--- src/rtl/dtt_pkg.sv ---
`timescale 1ns / 1ps
// ----------------------------------------------------------------------------
// dtt_pkg: shared types and constants of the deadline timer table
// Beat layouts of the command and result channels, operation codes, result
// kinds and the sequencer states.
// ----------------------------------------------------------------------------
package dtt_pkg;

    localparam int TIME_W = 32;
    localparam int ID_W   = 4;
    localparam int LEFT_W = 31;
    localparam int WIN_W  = 16;

    localparam logic [WIN_W-1:0] LAZY_WINDOW_RST = 16'd300;

    typedef enum logic [1:0] {
        FUNC_ADD    = 2'd0,
        FUNC_DELETE = 2'd1,
        FUNC_EXPIRE = 2'd2,
        FUNC_FIND   = 2'd3
    } t_func;

    typedef enum logic [1:0] {
        KIND_FIRED = 2'd0,
        KIND_FIND  = 2'd1,
        KIND_DONE  = 2'd2
    } t_kind;

    typedef enum logic {
        ALU_ADD = 1'b0,
        ALU_SUB = 1'b1
    } t_alu_op;

    typedef enum logic [2:0] {
        S_IDLE,
        S_KEY,
        S_LAZY,
        S_SCAN,
        S_EVAL,
        S_DONE
    } t_state;

    typedef struct packed {
        t_func              func;
        logic [ID_W-1:0]    event_id;
        logic [TIME_W-1:0]  delay;
        logic [TIME_W-1:0]  now_msec;
        logic               cancelable;
    } t_cmd;

    typedef struct packed {
        t_kind              kind;
        logic [ID_W-1:0]    fired_id;
        logic [LEFT_W-1:0]  time_left;
        logic               infinite;
        logic               noncancel_pending;
        logic               last;
    } t_res;

endpackage

--- src/rtl/dtt_ram.sv ---
`timescale 1ns / 1ps
// ----------------------------------------------------------------------------
// dtt_ram: generic single-write, single-read RAM
// One write port and one read port with registered read data.
// ----------------------------------------------------------------------------
module dtt_ram #(
    parameter int WIDTH = 32,
    parameter int DEPTH = 16
) (
    input  logic                     i_clk,
    input  logic                     i_we,
    input  logic [$clog2(DEPTH)-1:0] i_waddr,
    input  logic [WIDTH-1:0]         i_wdata,
    input  logic [$clog2(DEPTH)-1:0] i_raddr,
    output logic [WIDTH-1:0]         o_rdata
);

    logic [WIDTH-1:0] r_mem [DEPTH];
    logic [WIDTH-1:0] r_rdata;

    always_ff @(posedge i_clk) begin
        if (i_we) begin
            r_mem[i_waddr] <= i_wdata;
        end
        r_rdata <= r_mem[i_raddr];
    end

    assign o_rdata = r_rdata;

endmodule

--- src/rtl/dtt_alu.sv ---
`timescale 1ns / 1ps
// ----------------------------------------------------------------------------
// dtt_alu: shared 32-bit adder/subtractor
// Forms deadlines and every wrap-around time difference of the sequencer.
// ----------------------------------------------------------------------------
module dtt_alu (
    input  dtt_pkg::t_alu_op             i_op,
    input  logic [dtt_pkg::TIME_W-1:0]   i_a,
    input  logic [dtt_pkg::TIME_W-1:0]   i_b,
    output logic [dtt_pkg::TIME_W-1:0]   o_y
);

    logic                         sub;
    logic [dtt_pkg::TIME_W-1:0]   b_eff;

    assign sub   = (i_op == dtt_pkg::ALU_SUB);
    assign b_eff = sub ? ~i_b : i_b;
    assign o_y   = i_a + b_eff + dtt_pkg::TIME_W'(sub);

endmodule

--- src/rtl/dtt_outbuf.sv ---
`timescale 1ns / 1ps
// ----------------------------------------------------------------------------
// dtt_outbuf: result output register
// Holds one result beat until the receiver takes it.
// ----------------------------------------------------------------------------
module dtt_outbuf (
    input  logic            i_clk,
    input  logic            i_rst_n,
    input  logic            i_push,
    input  dtt_pkg::t_res   i_res,
    output logic            o_free,
    output logic            o_res_valid,
    input  logic            i_res_ready,
    output dtt_pkg::t_res   o_res
);

    logic          r_valid;
    dtt_pkg::t_res r_data;

    assign o_free = !r_valid || i_res_ready;

    always_ff @(posedge i_clk) begin
        if (!i_rst_n) begin
            r_valid <= 1'b0;
        end else if (o_free) begin
            r_valid <= i_push;
        end
    end

    always_ff @(posedge i_clk) begin
        if (o_free && i_push) begin
            r_data <= i_res;
        end
    end

    assign o_res_valid = r_valid;
    assign o_res       = r_data;

endmodule

--- src/rtl/deadline_timer_table.sv ---
`timescale 1ns / 1ps
// ----------------------------------------------------------------------------
// deadline_timer_table: table of one-shot timers addressed by event id
// Add, delete, expire and find commands over NUM_TIMERS slots, with a
// sequencer driving one shared adder/subtractor and a deadline RAM.
// ----------------------------------------------------------------------------
// Usage
//   Command beats arrive on i_cmd (valid/ready); result beats leave on o_res
//   (valid/ready) through an output register, so the next command is taken
//   while a final result still waits for the receiver.
//   i_cfg_we writes the lazy re-arm window at once; write it only while idle.
// Steps
//   Delete: done in the idle state. Add: deadline sum, then the lazy compare
//   against the stored deadline read from the RAM.
//   Find: a scan of all NUM_TIMERS slots, then the answer is registered.
//   Expire: a result beat per fired timer, then a done beat. Every search for
//   the earliest deadline is a scan of the RAM, one slot a cycle through the
//   shared subtractor, and is repeated after each fired timer.
// Reset clears all armed flags, the output register and restores the window
// to 300. If the receiver stalls, the sequencer holds at the next result
// beat and command ready stays low until the command is finished.
// ----------------------------------------------------------------------------
module deadline_timer_table #(
    parameter int NUM_TIMERS = 16
) (
    input  logic                        i_clk,
    input  logic                        i_rst_n,
    input  logic                        i_cmd_valid,
    output logic                        o_cmd_ready,
    input  dtt_pkg::t_cmd               i_cmd,
    output logic                        o_res_valid,
    input  logic                        i_res_ready,
    output dtt_pkg::t_res               o_res,
    input  logic                        i_cfg_we,
    input  logic [dtt_pkg::WIN_W-1:0]   i_cfg_wdata
);

    localparam int IW = $clog2(NUM_TIMERS);
    localparam int CW = $clog2(NUM_TIMERS + 1);
    localparam int TW = dtt_pkg::TIME_W;

    dtt_pkg::t_state r_state, n_state;
    dtt_pkg::t_func  r_func, n_func;
    logic [IW-1:0]   r_slot, n_slot;
    logic            r_slot_ok, n_slot_ok;
    logic [TW-1:0]   r_now, n_now;
    logic [TW-1:0]   r_arg, n_arg;
    logic            r_canc, n_canc;
    logic [CW-1:0]   r_cnt, n_cnt;
    logic            r_cmp_vld, n_cmp_vld;
    logic [IW-1:0]   r_cmp_idx, n_cmp_idx;
    logic [TW-1:0]   r_best, n_best;
    logic [IW-1:0]   r_best_id, n_best_id;
    logic            r_have, n_have;
    logic [NUM_TIMERS-1:0] r_armed, n_armed;
    logic [NUM_TIMERS-1:0] r_mcan, n_mcan;
    logic [dtt_pkg::WIN_W-1:0] r_window;

    logic                cmd_acc;
    dtt_pkg::t_alu_op    alu_op;
    logic [TW-1:0]       alu_a, alu_b, alu_y;
    logic                ram_we;
    logic [IW-1:0]       ram_raddr;
    logic [TW-1:0]       ram_rdata;
    logic                out_free;
    logic                push;
    dtt_pkg::t_res       push_res;
    logic                nc_any;
    logic [15:0]         mag_hi;
    logic [16:0]         mag_lo;
    logic                in_window;

    assign o_cmd_ready = (r_state == dtt_pkg::S_IDLE);
    assign cmd_acc     = i_cmd_valid && o_cmd_ready;
    assign nc_any      = |(r_armed & ~r_mcan);

    // Magnitude of the wrap-signed difference compared with the window; a
    // negative difference d has magnitude ~d + 1.
    assign mag_hi = alu_y[TW-1] ? ~alu_y[TW-1:16] : alu_y[TW-1:16];
    assign mag_lo = alu_y[TW-1] ? ({1'b0, ~alu_y[15:0]} + 17'd1) : {1'b0, alu_y[15:0]};
    assign in_window = (mag_hi == 16'd0) && (mag_lo < {1'b0, r_window});

    dtt_alu u_alu (
        .i_op (alu_op),
        .i_a  (alu_a),
        .i_b  (alu_b),
        .o_y  (alu_y)
    );

    dtt_ram #(
        .WIDTH (TW),
        .DEPTH (NUM_TIMERS)
    ) u_deadline_ram (
        .i_clk   (i_clk),
        .i_we    (ram_we),
        .i_waddr (r_slot),
        .i_wdata (r_arg),
        .i_raddr (ram_raddr),
        .o_rdata (ram_rdata)
    );

    dtt_outbuf u_outbuf (
        .i_clk       (i_clk),
        .i_rst_n     (i_rst_n),
        .i_push      (push),
        .i_res       (push_res),
        .o_free      (out_free),
        .o_res_valid (o_res_valid),
        .i_res_ready (i_res_ready),
        .o_res       (o_res)
    );

    always_comb begin
        n_state   = r_state;
        n_func    = r_func;
        n_slot    = r_slot;
        n_slot_ok = r_slot_ok;
        n_now     = r_now;
        n_arg     = r_arg;
        n_canc    = r_canc;
        n_cnt     = r_cnt;
        n_cmp_vld = r_cmp_vld;
        n_cmp_idx = r_cmp_idx;
        n_best    = r_best;
        n_best_id = r_best_id;
        n_have    = r_have;
        n_armed   = r_armed;
        n_mcan    = r_mcan;
        alu_op    = dtt_pkg::ALU_SUB;
        alu_a     = r_now;
        alu_b     = r_arg;
        ram_we    = 1'b0;
        ram_raddr = r_cnt[IW-1:0];
        push      = 1'b0;
        push_res  = '0;

        case (r_state)
            dtt_pkg::S_IDLE: begin
                if (cmd_acc) begin
                    n_func    = i_cmd.func;
                    n_slot    = IW'(i_cmd.event_id);
                    n_slot_ok = (32'(i_cmd.event_id) < NUM_TIMERS);
                    n_now     = i_cmd.now_msec;
                    n_arg     = i_cmd.delay;
                    n_canc    = i_cmd.cancelable;
                    n_cnt     = '0;
                    n_cmp_vld = 1'b0;
                    n_have    = 1'b0;
                    case (i_cmd.func)
                        dtt_pkg::FUNC_ADD: begin
                            n_state = dtt_pkg::S_KEY;
                        end
                        dtt_pkg::FUNC_DELETE: begin
                            if (32'(i_cmd.event_id) < NUM_TIMERS) begin
                                n_armed[IW'(i_cmd.event_id)] = 1'b0;
                            end
                        end
                        default: begin
                            n_state = dtt_pkg::S_SCAN;
                        end
                    endcase
                end
            end
            dtt_pkg::S_KEY: begin
                alu_op    = dtt_pkg::ALU_ADD;
                n_arg     = alu_y;
                ram_raddr = r_slot;
                if (r_slot_ok) begin
                    n_mcan[r_slot] = r_canc;
                    n_state        = dtt_pkg::S_LAZY;
                end else begin
                    n_state = dtt_pkg::S_IDLE;
                end
            end
            dtt_pkg::S_LAZY: begin
                alu_a = r_arg;
                alu_b = ram_rdata;
                if (!(r_armed[r_slot] && in_window)) begin
                    ram_we          = 1'b1;
                    n_armed[r_slot] = 1'b1;
                end
                n_state = dtt_pkg::S_IDLE;
            end
            dtt_pkg::S_SCAN: begin
                // Read slot r_cnt while comparing the slot read in the previous cycle.
                alu_a     = ram_rdata;
                alu_b     = r_best;
                n_cnt     = r_cnt + CW'(1);
                n_cmp_vld = (r_cnt != CW'(NUM_TIMERS));
                n_cmp_idx = r_cnt[IW-1:0];
                if (r_cmp_vld && r_armed[r_cmp_idx] && (!r_have || alu_y[TW-1])) begin
                    n_best    = ram_rdata;
                    n_best_id = r_cmp_idx;
                    n_have    = 1'b1;
                end
                if (r_cnt == CW'(NUM_TIMERS)) begin
                    n_state = dtt_pkg::S_EVAL;
                end
            end
            dtt_pkg::S_EVAL: begin
                if (r_func == dtt_pkg::FUNC_EXPIRE) begin
                    alu_a = r_now;
                    alu_b = r_best;
                    if (!r_have || alu_y[TW-1]) begin
                        n_state = dtt_pkg::S_DONE;
                    end else if (out_free) begin
                        push               = 1'b1;
                        push_res.kind      = dtt_pkg::KIND_FIRED;
                        push_res.fired_id  = dtt_pkg::ID_W'(r_best_id);
                        n_armed[r_best_id] = 1'b0;
                        n_cnt              = '0;
                        n_cmp_vld          = 1'b0;
                        n_have             = 1'b0;
                        n_state            = dtt_pkg::S_SCAN;
                    end
                end else begin
                    alu_a = r_best;
                    alu_b = r_now;
                    if (out_free) begin
                        push                       = 1'b1;
                        push_res.kind              = dtt_pkg::KIND_FIND;
                        push_res.infinite          = !r_have;
                        push_res.noncancel_pending = nc_any;
                        push_res.last              = 1'b1;
                        if (r_have && !alu_y[TW-1]) begin
                            push_res.time_left = alu_y[dtt_pkg::LEFT_W-1:0];
                        end
                        n_state = dtt_pkg::S_IDLE;
                    end
                end
            end
            dtt_pkg::S_DONE: begin
                if (out_free) begin
                    push          = 1'b1;
                    push_res.kind = dtt_pkg::KIND_DONE;
                    push_res.last = 1'b1;
                    n_state       = dtt_pkg::S_IDLE;
                end
            end
            default: begin
                n_state = dtt_pkg::S_IDLE;
            end
        endcase
    end

    always_ff @(posedge i_clk) begin
        if (!i_rst_n) begin
            r_state  <= dtt_pkg::S_IDLE;
            r_armed  <= '0;
            r_mcan   <= '0;
            r_window <= dtt_pkg::LAZY_WINDOW_RST;
        end else begin
            r_state <= n_state;
            r_armed <= n_armed;
            r_mcan  <= n_mcan;
            if (i_cfg_we) begin
                r_window <= i_cfg_wdata;
            end
        end
    end

    always_ff @(posedge i_clk) begin
        r_func    <= n_func;
        r_slot    <= n_slot;
        r_slot_ok <= n_slot_ok;
        r_now     <= n_now;
        r_arg     <= n_arg;
        r_canc    <= n_canc;
        r_cnt     <= n_cnt;
        r_cmp_vld <= n_cmp_vld;
        r_cmp_idx <= n_cmp_idx;
        r_best    <= n_best;
        r_best_id <= n_best_id;
        r_have    <= n_have;
    end

endmodule

--- config.mk ---
export PLATFORM = sky130hd
export DESIGN_NAME = deadline_timer_table
export DESIGN_NICKNAME = d
export VERILOG_FILES = /design/src/rtl/dtt_pkg.sv /design/src/rtl/dtt_ram.sv /design/src/rtl/dtt_alu.sv /design/src/rtl/dtt_outbuf.sv /design/src/rtl/deadline_timer_table.sv
export SDC_FILE = /design/constraint.sdc
export NUM_CORES = 1
export LEC_CHECK = 0
export BUFFER_PORTS_ARGS = -buffer_cell sky130_fd_sc_hd__buf_2
export CAP_MARGIN = 15
export CORE_MARGIN = 5
export CORE_UTILIZATION = 60
export CTS_BUF_LIST = sky130_fd_sc_hd__clkbuf_16
export DETAILED_ROUTE_END_ITERATION = 10
export GPL_TIMING_DRIVEN = 1
export PLACE_DENSITY = 0.88
export SYNTH_ARGS = -nofsm -noshare
export SYNTH_HDL_FRONTEND = slang
export SYNTH_SLANG_ARGS = --single-unit
--- constraint.sdc ---
create_clock -name i_clk -period 10.3 [get_ports i_clk]
set_input_delay 1.545 -clock i_clk [delete_from_list [all_inputs] [get_ports i_clk]]
set_output_delay 1.545 -clock i_clk [all_outputs]
set_load 0.02 [all_outputs]
==> out/summary.txt <==
Via density -> 6.75
full die area -> 60600 µm²
root buf cell -> sky130_fd_sc_hd__clkbuf_16
Lkg Pwr -> 0.0127 µW
arrival time at the worst endpoint -> 9510 ps
routed vias -> 21900
width of the chip -> 246 µm
H-Tree Level Count -> 3
CTS Buffer Depth -> 3
Max transition margin -> 23.2%
post-synth cell types -> 84
Final setup violation count -> 0
maximum clock skew at final layout -> 51.0 ps
Least-Margin Pin Slew -> 1150 ps
clock tree from TritonCTS -> built
CP endpoint -> u_deadline_ram.r_mem[13][25]
DPL Wire Length -> 57.3 mm
total of cells resized after clock tree synthesis -> 0
Yosys warning total -> 0
wire length of the first global-routing pass -> 138 mm
fraction of layout cells with a size suffix above 1 -> 18.7%
total detailed-routing wirelength -> 91.7 mm
PwrDens -> 259 nW/µm²
number of placed I/O pins -> 134
count of mapped cells out of synthesis -> 2321
hold buffer count at CTS -> 0
post-CTS setup buffer count -> 0
Final Hold Viols -> 0
total global routing track utilization -> 30.2%
WL/cell -> 28.3 µm
total chip power -> 9680 µW
number of antenna violations at the first check in global routing -> 0
final clock period utilization by the worst path -> 89.1%
layout-stage area growth over the synthesis result -> 11.7%
number of global-route vias before repair -> 21600
share of synthesized flip-flops with an asynchronous set or reset -> 0%
Rows -> 86
RSZ-0062 raised after global routing -> no
Starting Density -> 60.6%
hold crit path type -> register to register
category of the critical setup timing path -> register to register
run status -> complete, no violations
clock edge transition at the registers on the reported setup and hold paths -> 60 ps
max-capacitance violation count -> 0
Critical Path RT -> 10630 ps
critical register-to-register path endpoint -> u_deadline_ram.r_mem[13][25]
Fill cells -> 3546
Num CTS Buffers -> 74
CP Launch Type -> register
gp weighted congestion -> 0.948
diode insertion count for antenna repair -> 0
maximum operating frequency -> 0.109 GHz
synthesized net count -> 2462
count of TritonRoute iterations in the first routing pass -> 6
per-instance average area after synthesis -> 14.4 µm²
cells on worst reg2reg path -> 31
pre-CTS setup slack -> 1170 ps
source-to-sink clock delay at the later pin of the worst-skew pair -> 660 ps
number of enable flip-flop cells after synthesis -> 670
Period minus WS final -> 9180 ps
worst path setup slack after routing -> 1120 ps
Util after Layout -> 67.7%
slowest CP cell -> sky130_fd_sc_hd__xor2_2
flip-flop and latch count after synthesis -> 754
maximum number of pins on one net before global-route repair -> 72
global-route congestion overflow total -> 0
number of nets at the end of the flow -> 2571
placeable core region -> 55200 µm²
initial detailed-routing violation count -> 2786
maximum cell stage delay along the critical path -> 600 ps
Final Max Slew Viols -> 0
worst vdd ir -> 0.169 mV
minimum hold slack -> 473 ps
setup_tns -> 0 ps
Syn Std Cell Area -> 33500 µm²
internal reg-to-reg setup slack -> 1120 ps
CTS sink cnt -> 754
Port Buffers -> 133
endpoint type of the worst setup path -> register
antenna violation net count after detailed routing -> 0
die extent in y -> 246 µm
worst-path fanout max -> 32
sequential element share of the synthesized area -> 65.2%
number of design rule violations left after detail routing -> 0
origin of the worst setup path -> r_state[1]
most common flop cell mapped by yosys -> sky130_fd_sc_hd__edfxtp_1
RR Startpoint -> r_state[1]
## cell families after synthesis
kind of cell               share of synthesized area (%)
xor gates and xnor gates                            2.11
AOI/OAI and AO/OA                                   9.07
buffers and inverters                               2.23
muxes                                               10.7
adders and majority gates                           1.86
DFF                                                 65.2
and+or+nand+nor                                     8.83
## through the flow
stage / cell area (µm²) / cells
floorplan: 33500 / 2321
global placement: 34900 / 3102
detailed placement: 34900 / 3102
CTS: 37400 / 3238
global route: 37400 / 3238
finish: 37400 / 3238
## report_power, final
| group | total (µW) | leakage [µW] | internal, µW | switching, µW |
|---|---|---|---|---|
| Combinational | 3050 | 0.00463 | 1170 | 1880 |
| Sequential | 3920 | 0.00686 | 3620 | 303 |
| Clock | 2710 | 0.00123 | 1510 | 1200 |
| Total | 9680 | 0.0127 | 6290 | 3380 |
## cells in the mapped netlist, types with 5 or more instances
cell	instances	area share, %
sky130_fd_sc_hd__a221o_1	30	0.90
sky130_fd_sc_hd__a21o_1	10	0.22
sky130_fd_sc_hd__clkbuf_1	87	0.98
sky130_fd_sc_hd__mux2i_1	49	1.5
sky130_fd_sc_hd__xnor2_1	63	1.6
sky130_fd_sc_hd__nand2_1	231	2.6
sky130_fd_sc_hd__buf_2	15	0.22
sky130_fd_sc_hd__o22ai_1	9	0.17
sky130_fd_sc_hd__xor2_1	14	0.37
sky130_fd_sc_hd__nor3_1	29	0.43
sky130_fd_sc_hd__edfxtp_1	670	60
sky130_fd_sc_hd__o21ai_1	7	0.10
sky130_fd_sc_hd__inv_1	56	0.63
sky130_fd_sc_hd__nand4_1	18	0.34
sky130_fd_sc_hd__a22oi_1	7	0.16
sky130_fd_sc_hd__buf_1	25	0.28
sky130_fd_sc_hd__nand4b_1	5	0.13
sky130_fd_sc_hd__o21a_1	8	0.18
sky130_fd_sc_hd__and3_1	12	0.22
sky130_fd_sc_hd__a221oi_1	34	0.89
sky130_fd_sc_hd__ha_1	48	1.8
sky130_fd_sc_hd__a211o_1	5	0.13
sky130_fd_sc_hd__o22a_1	6	0.16
sky130_fd_sc_hd__o21ai_0	60	0.90
sky130_fd_sc_hd__a31oi_1	42	0.79
sky130_fd_sc_hd__nor2b_1	32	0.60
sky130_fd_sc_hd__a21oi_1	90	1.3
sky130_fd_sc_hd__nand2b_1	18	0.34
sky130_fd_sc_hd__mux4_2	137	9.2
sky130_fd_sc_hd__o211ai_1	25	0.56
sky130_fd_sc_hd__o31ai_1	16	0.36
sky130_fd_sc_hd__a211oi_1	38	0.85
sky130_fd_sc_hd__and2_1	41	0.77
sky130_fd_sc_hd__dfxtp_1	84	5.0
sky130_fd_sc_hd__nand3_1	36	0.54
sky130_fd_sc_hd__nor2_1	171	1.9
sky130_fd_sc_hd__o221ai_1	5	0.13
sky130_fd_sc_hd__a21boi_0	19	0.43
sky130_fd_sc_hd__or3_1	6	0.11
## state kept, by name (all words and copies together) (netlist names)
signal	count
r_best_id	4
u_deadline_ram.r_mem	512
r_cmp_idx	4
r_armed	16
r_canc	1
r_func	2
r_window	16
r_arg	32
r_now	32
u_outbuf.o_res	40
r_slot	4
r_best	32
u_deadline_ram.o_rdata	32
r_mcan	16
r_have	1
r_cnt	5
r_state	3
u_outbuf.o_res_valid	1
r_cmp_vld	1
## critical path: cells and delay by family (launching register included)
family	cells	cell delay, ps
xor+xnor	3	840
buf+inv	4	1400
compound gates	14	2760
flops	1	530
simple gates	8	2690
fa+ha+maj	2	580
## routing by layer
| layer | up-vias | GRT usage [%] | share of wire, % |
|---|---|---|---|
| li1 | 9225 | - | - |
| met3 | 249 | 5.62 | 11 |
| met1 | 10700 | 42.5 | 37 |
| met5 | - | 0 | 0 |
| met4 | 0 | 10.3 | 3.6 |
| met2 | 1674 | 48.3 | 48 |
## area by class of cell
| cell class | instances | area, µm² | share of cell area, % |
|---|---|---|---|
| Clock buffer | 76 | 1900 | 5.09 |
| Sequential cell | 754 | 21800 | 58.4 |
| Tap cell | 748 | 936 | 2.51 |
| Timing Repair Buffer | 164 | 898 | 2.40 |
| Multi-Input combinational cell | 1380 | 11100 | 29.7 |
| Inverter | 56 | 210 | 0.563 |
| Clock inverter | 60 | 518 | 1.39 |
## worst min path at each step
stage / endpoint / slack (ps) / from / cells after the start
after floorplan: r_best[0] / 420 / u_deadline_ram.o_rdata[0] / 0
after global placement: r_best[23] / 440 / u_deadline_ram.o_rdata[23] / 0
after detailed placement: r_best[11] / 460 / u_deadline_ram.o_rdata[11] / 0
after CTS: r_best_id[3] / 480 / r_cmp_idx[3] / 0
after global routing: r_best[31] / 490 / u_deadline_ram.o_rdata[31] / 0
final: r_mcan[1] / 470 / r_mcan[1] / 2
## layout by cell type, fill, tap and decap left out, types with 48 or more instances in the layout
cell	Yosys	final
sky130_fd_sc_hd__mux4_2	137	137
sky130_fd_sc_hd__ha_1	48	48
sky130_fd_sc_hd__nand2_1	231	230
sky130_fd_sc_hd__buf_2	15	133
sky130_fd_sc_hd__edfxtp_1	670	670
sky130_fd_sc_hd__xnor2_1	63	63
sky130_fd_sc_hd__nor2_1	171	155
sky130_fd_sc_hd__o21ai_0	60	60
sky130_fd_sc_hd__dfxtp_1	84	83
sky130_fd_sc_hd__a21oi_1	90	88
sky130_fd_sc_hd__inv_1	56	67
sky130_fd_sc_hd__clkbuf_16	0	76
(Power assumes the default switching activity.)
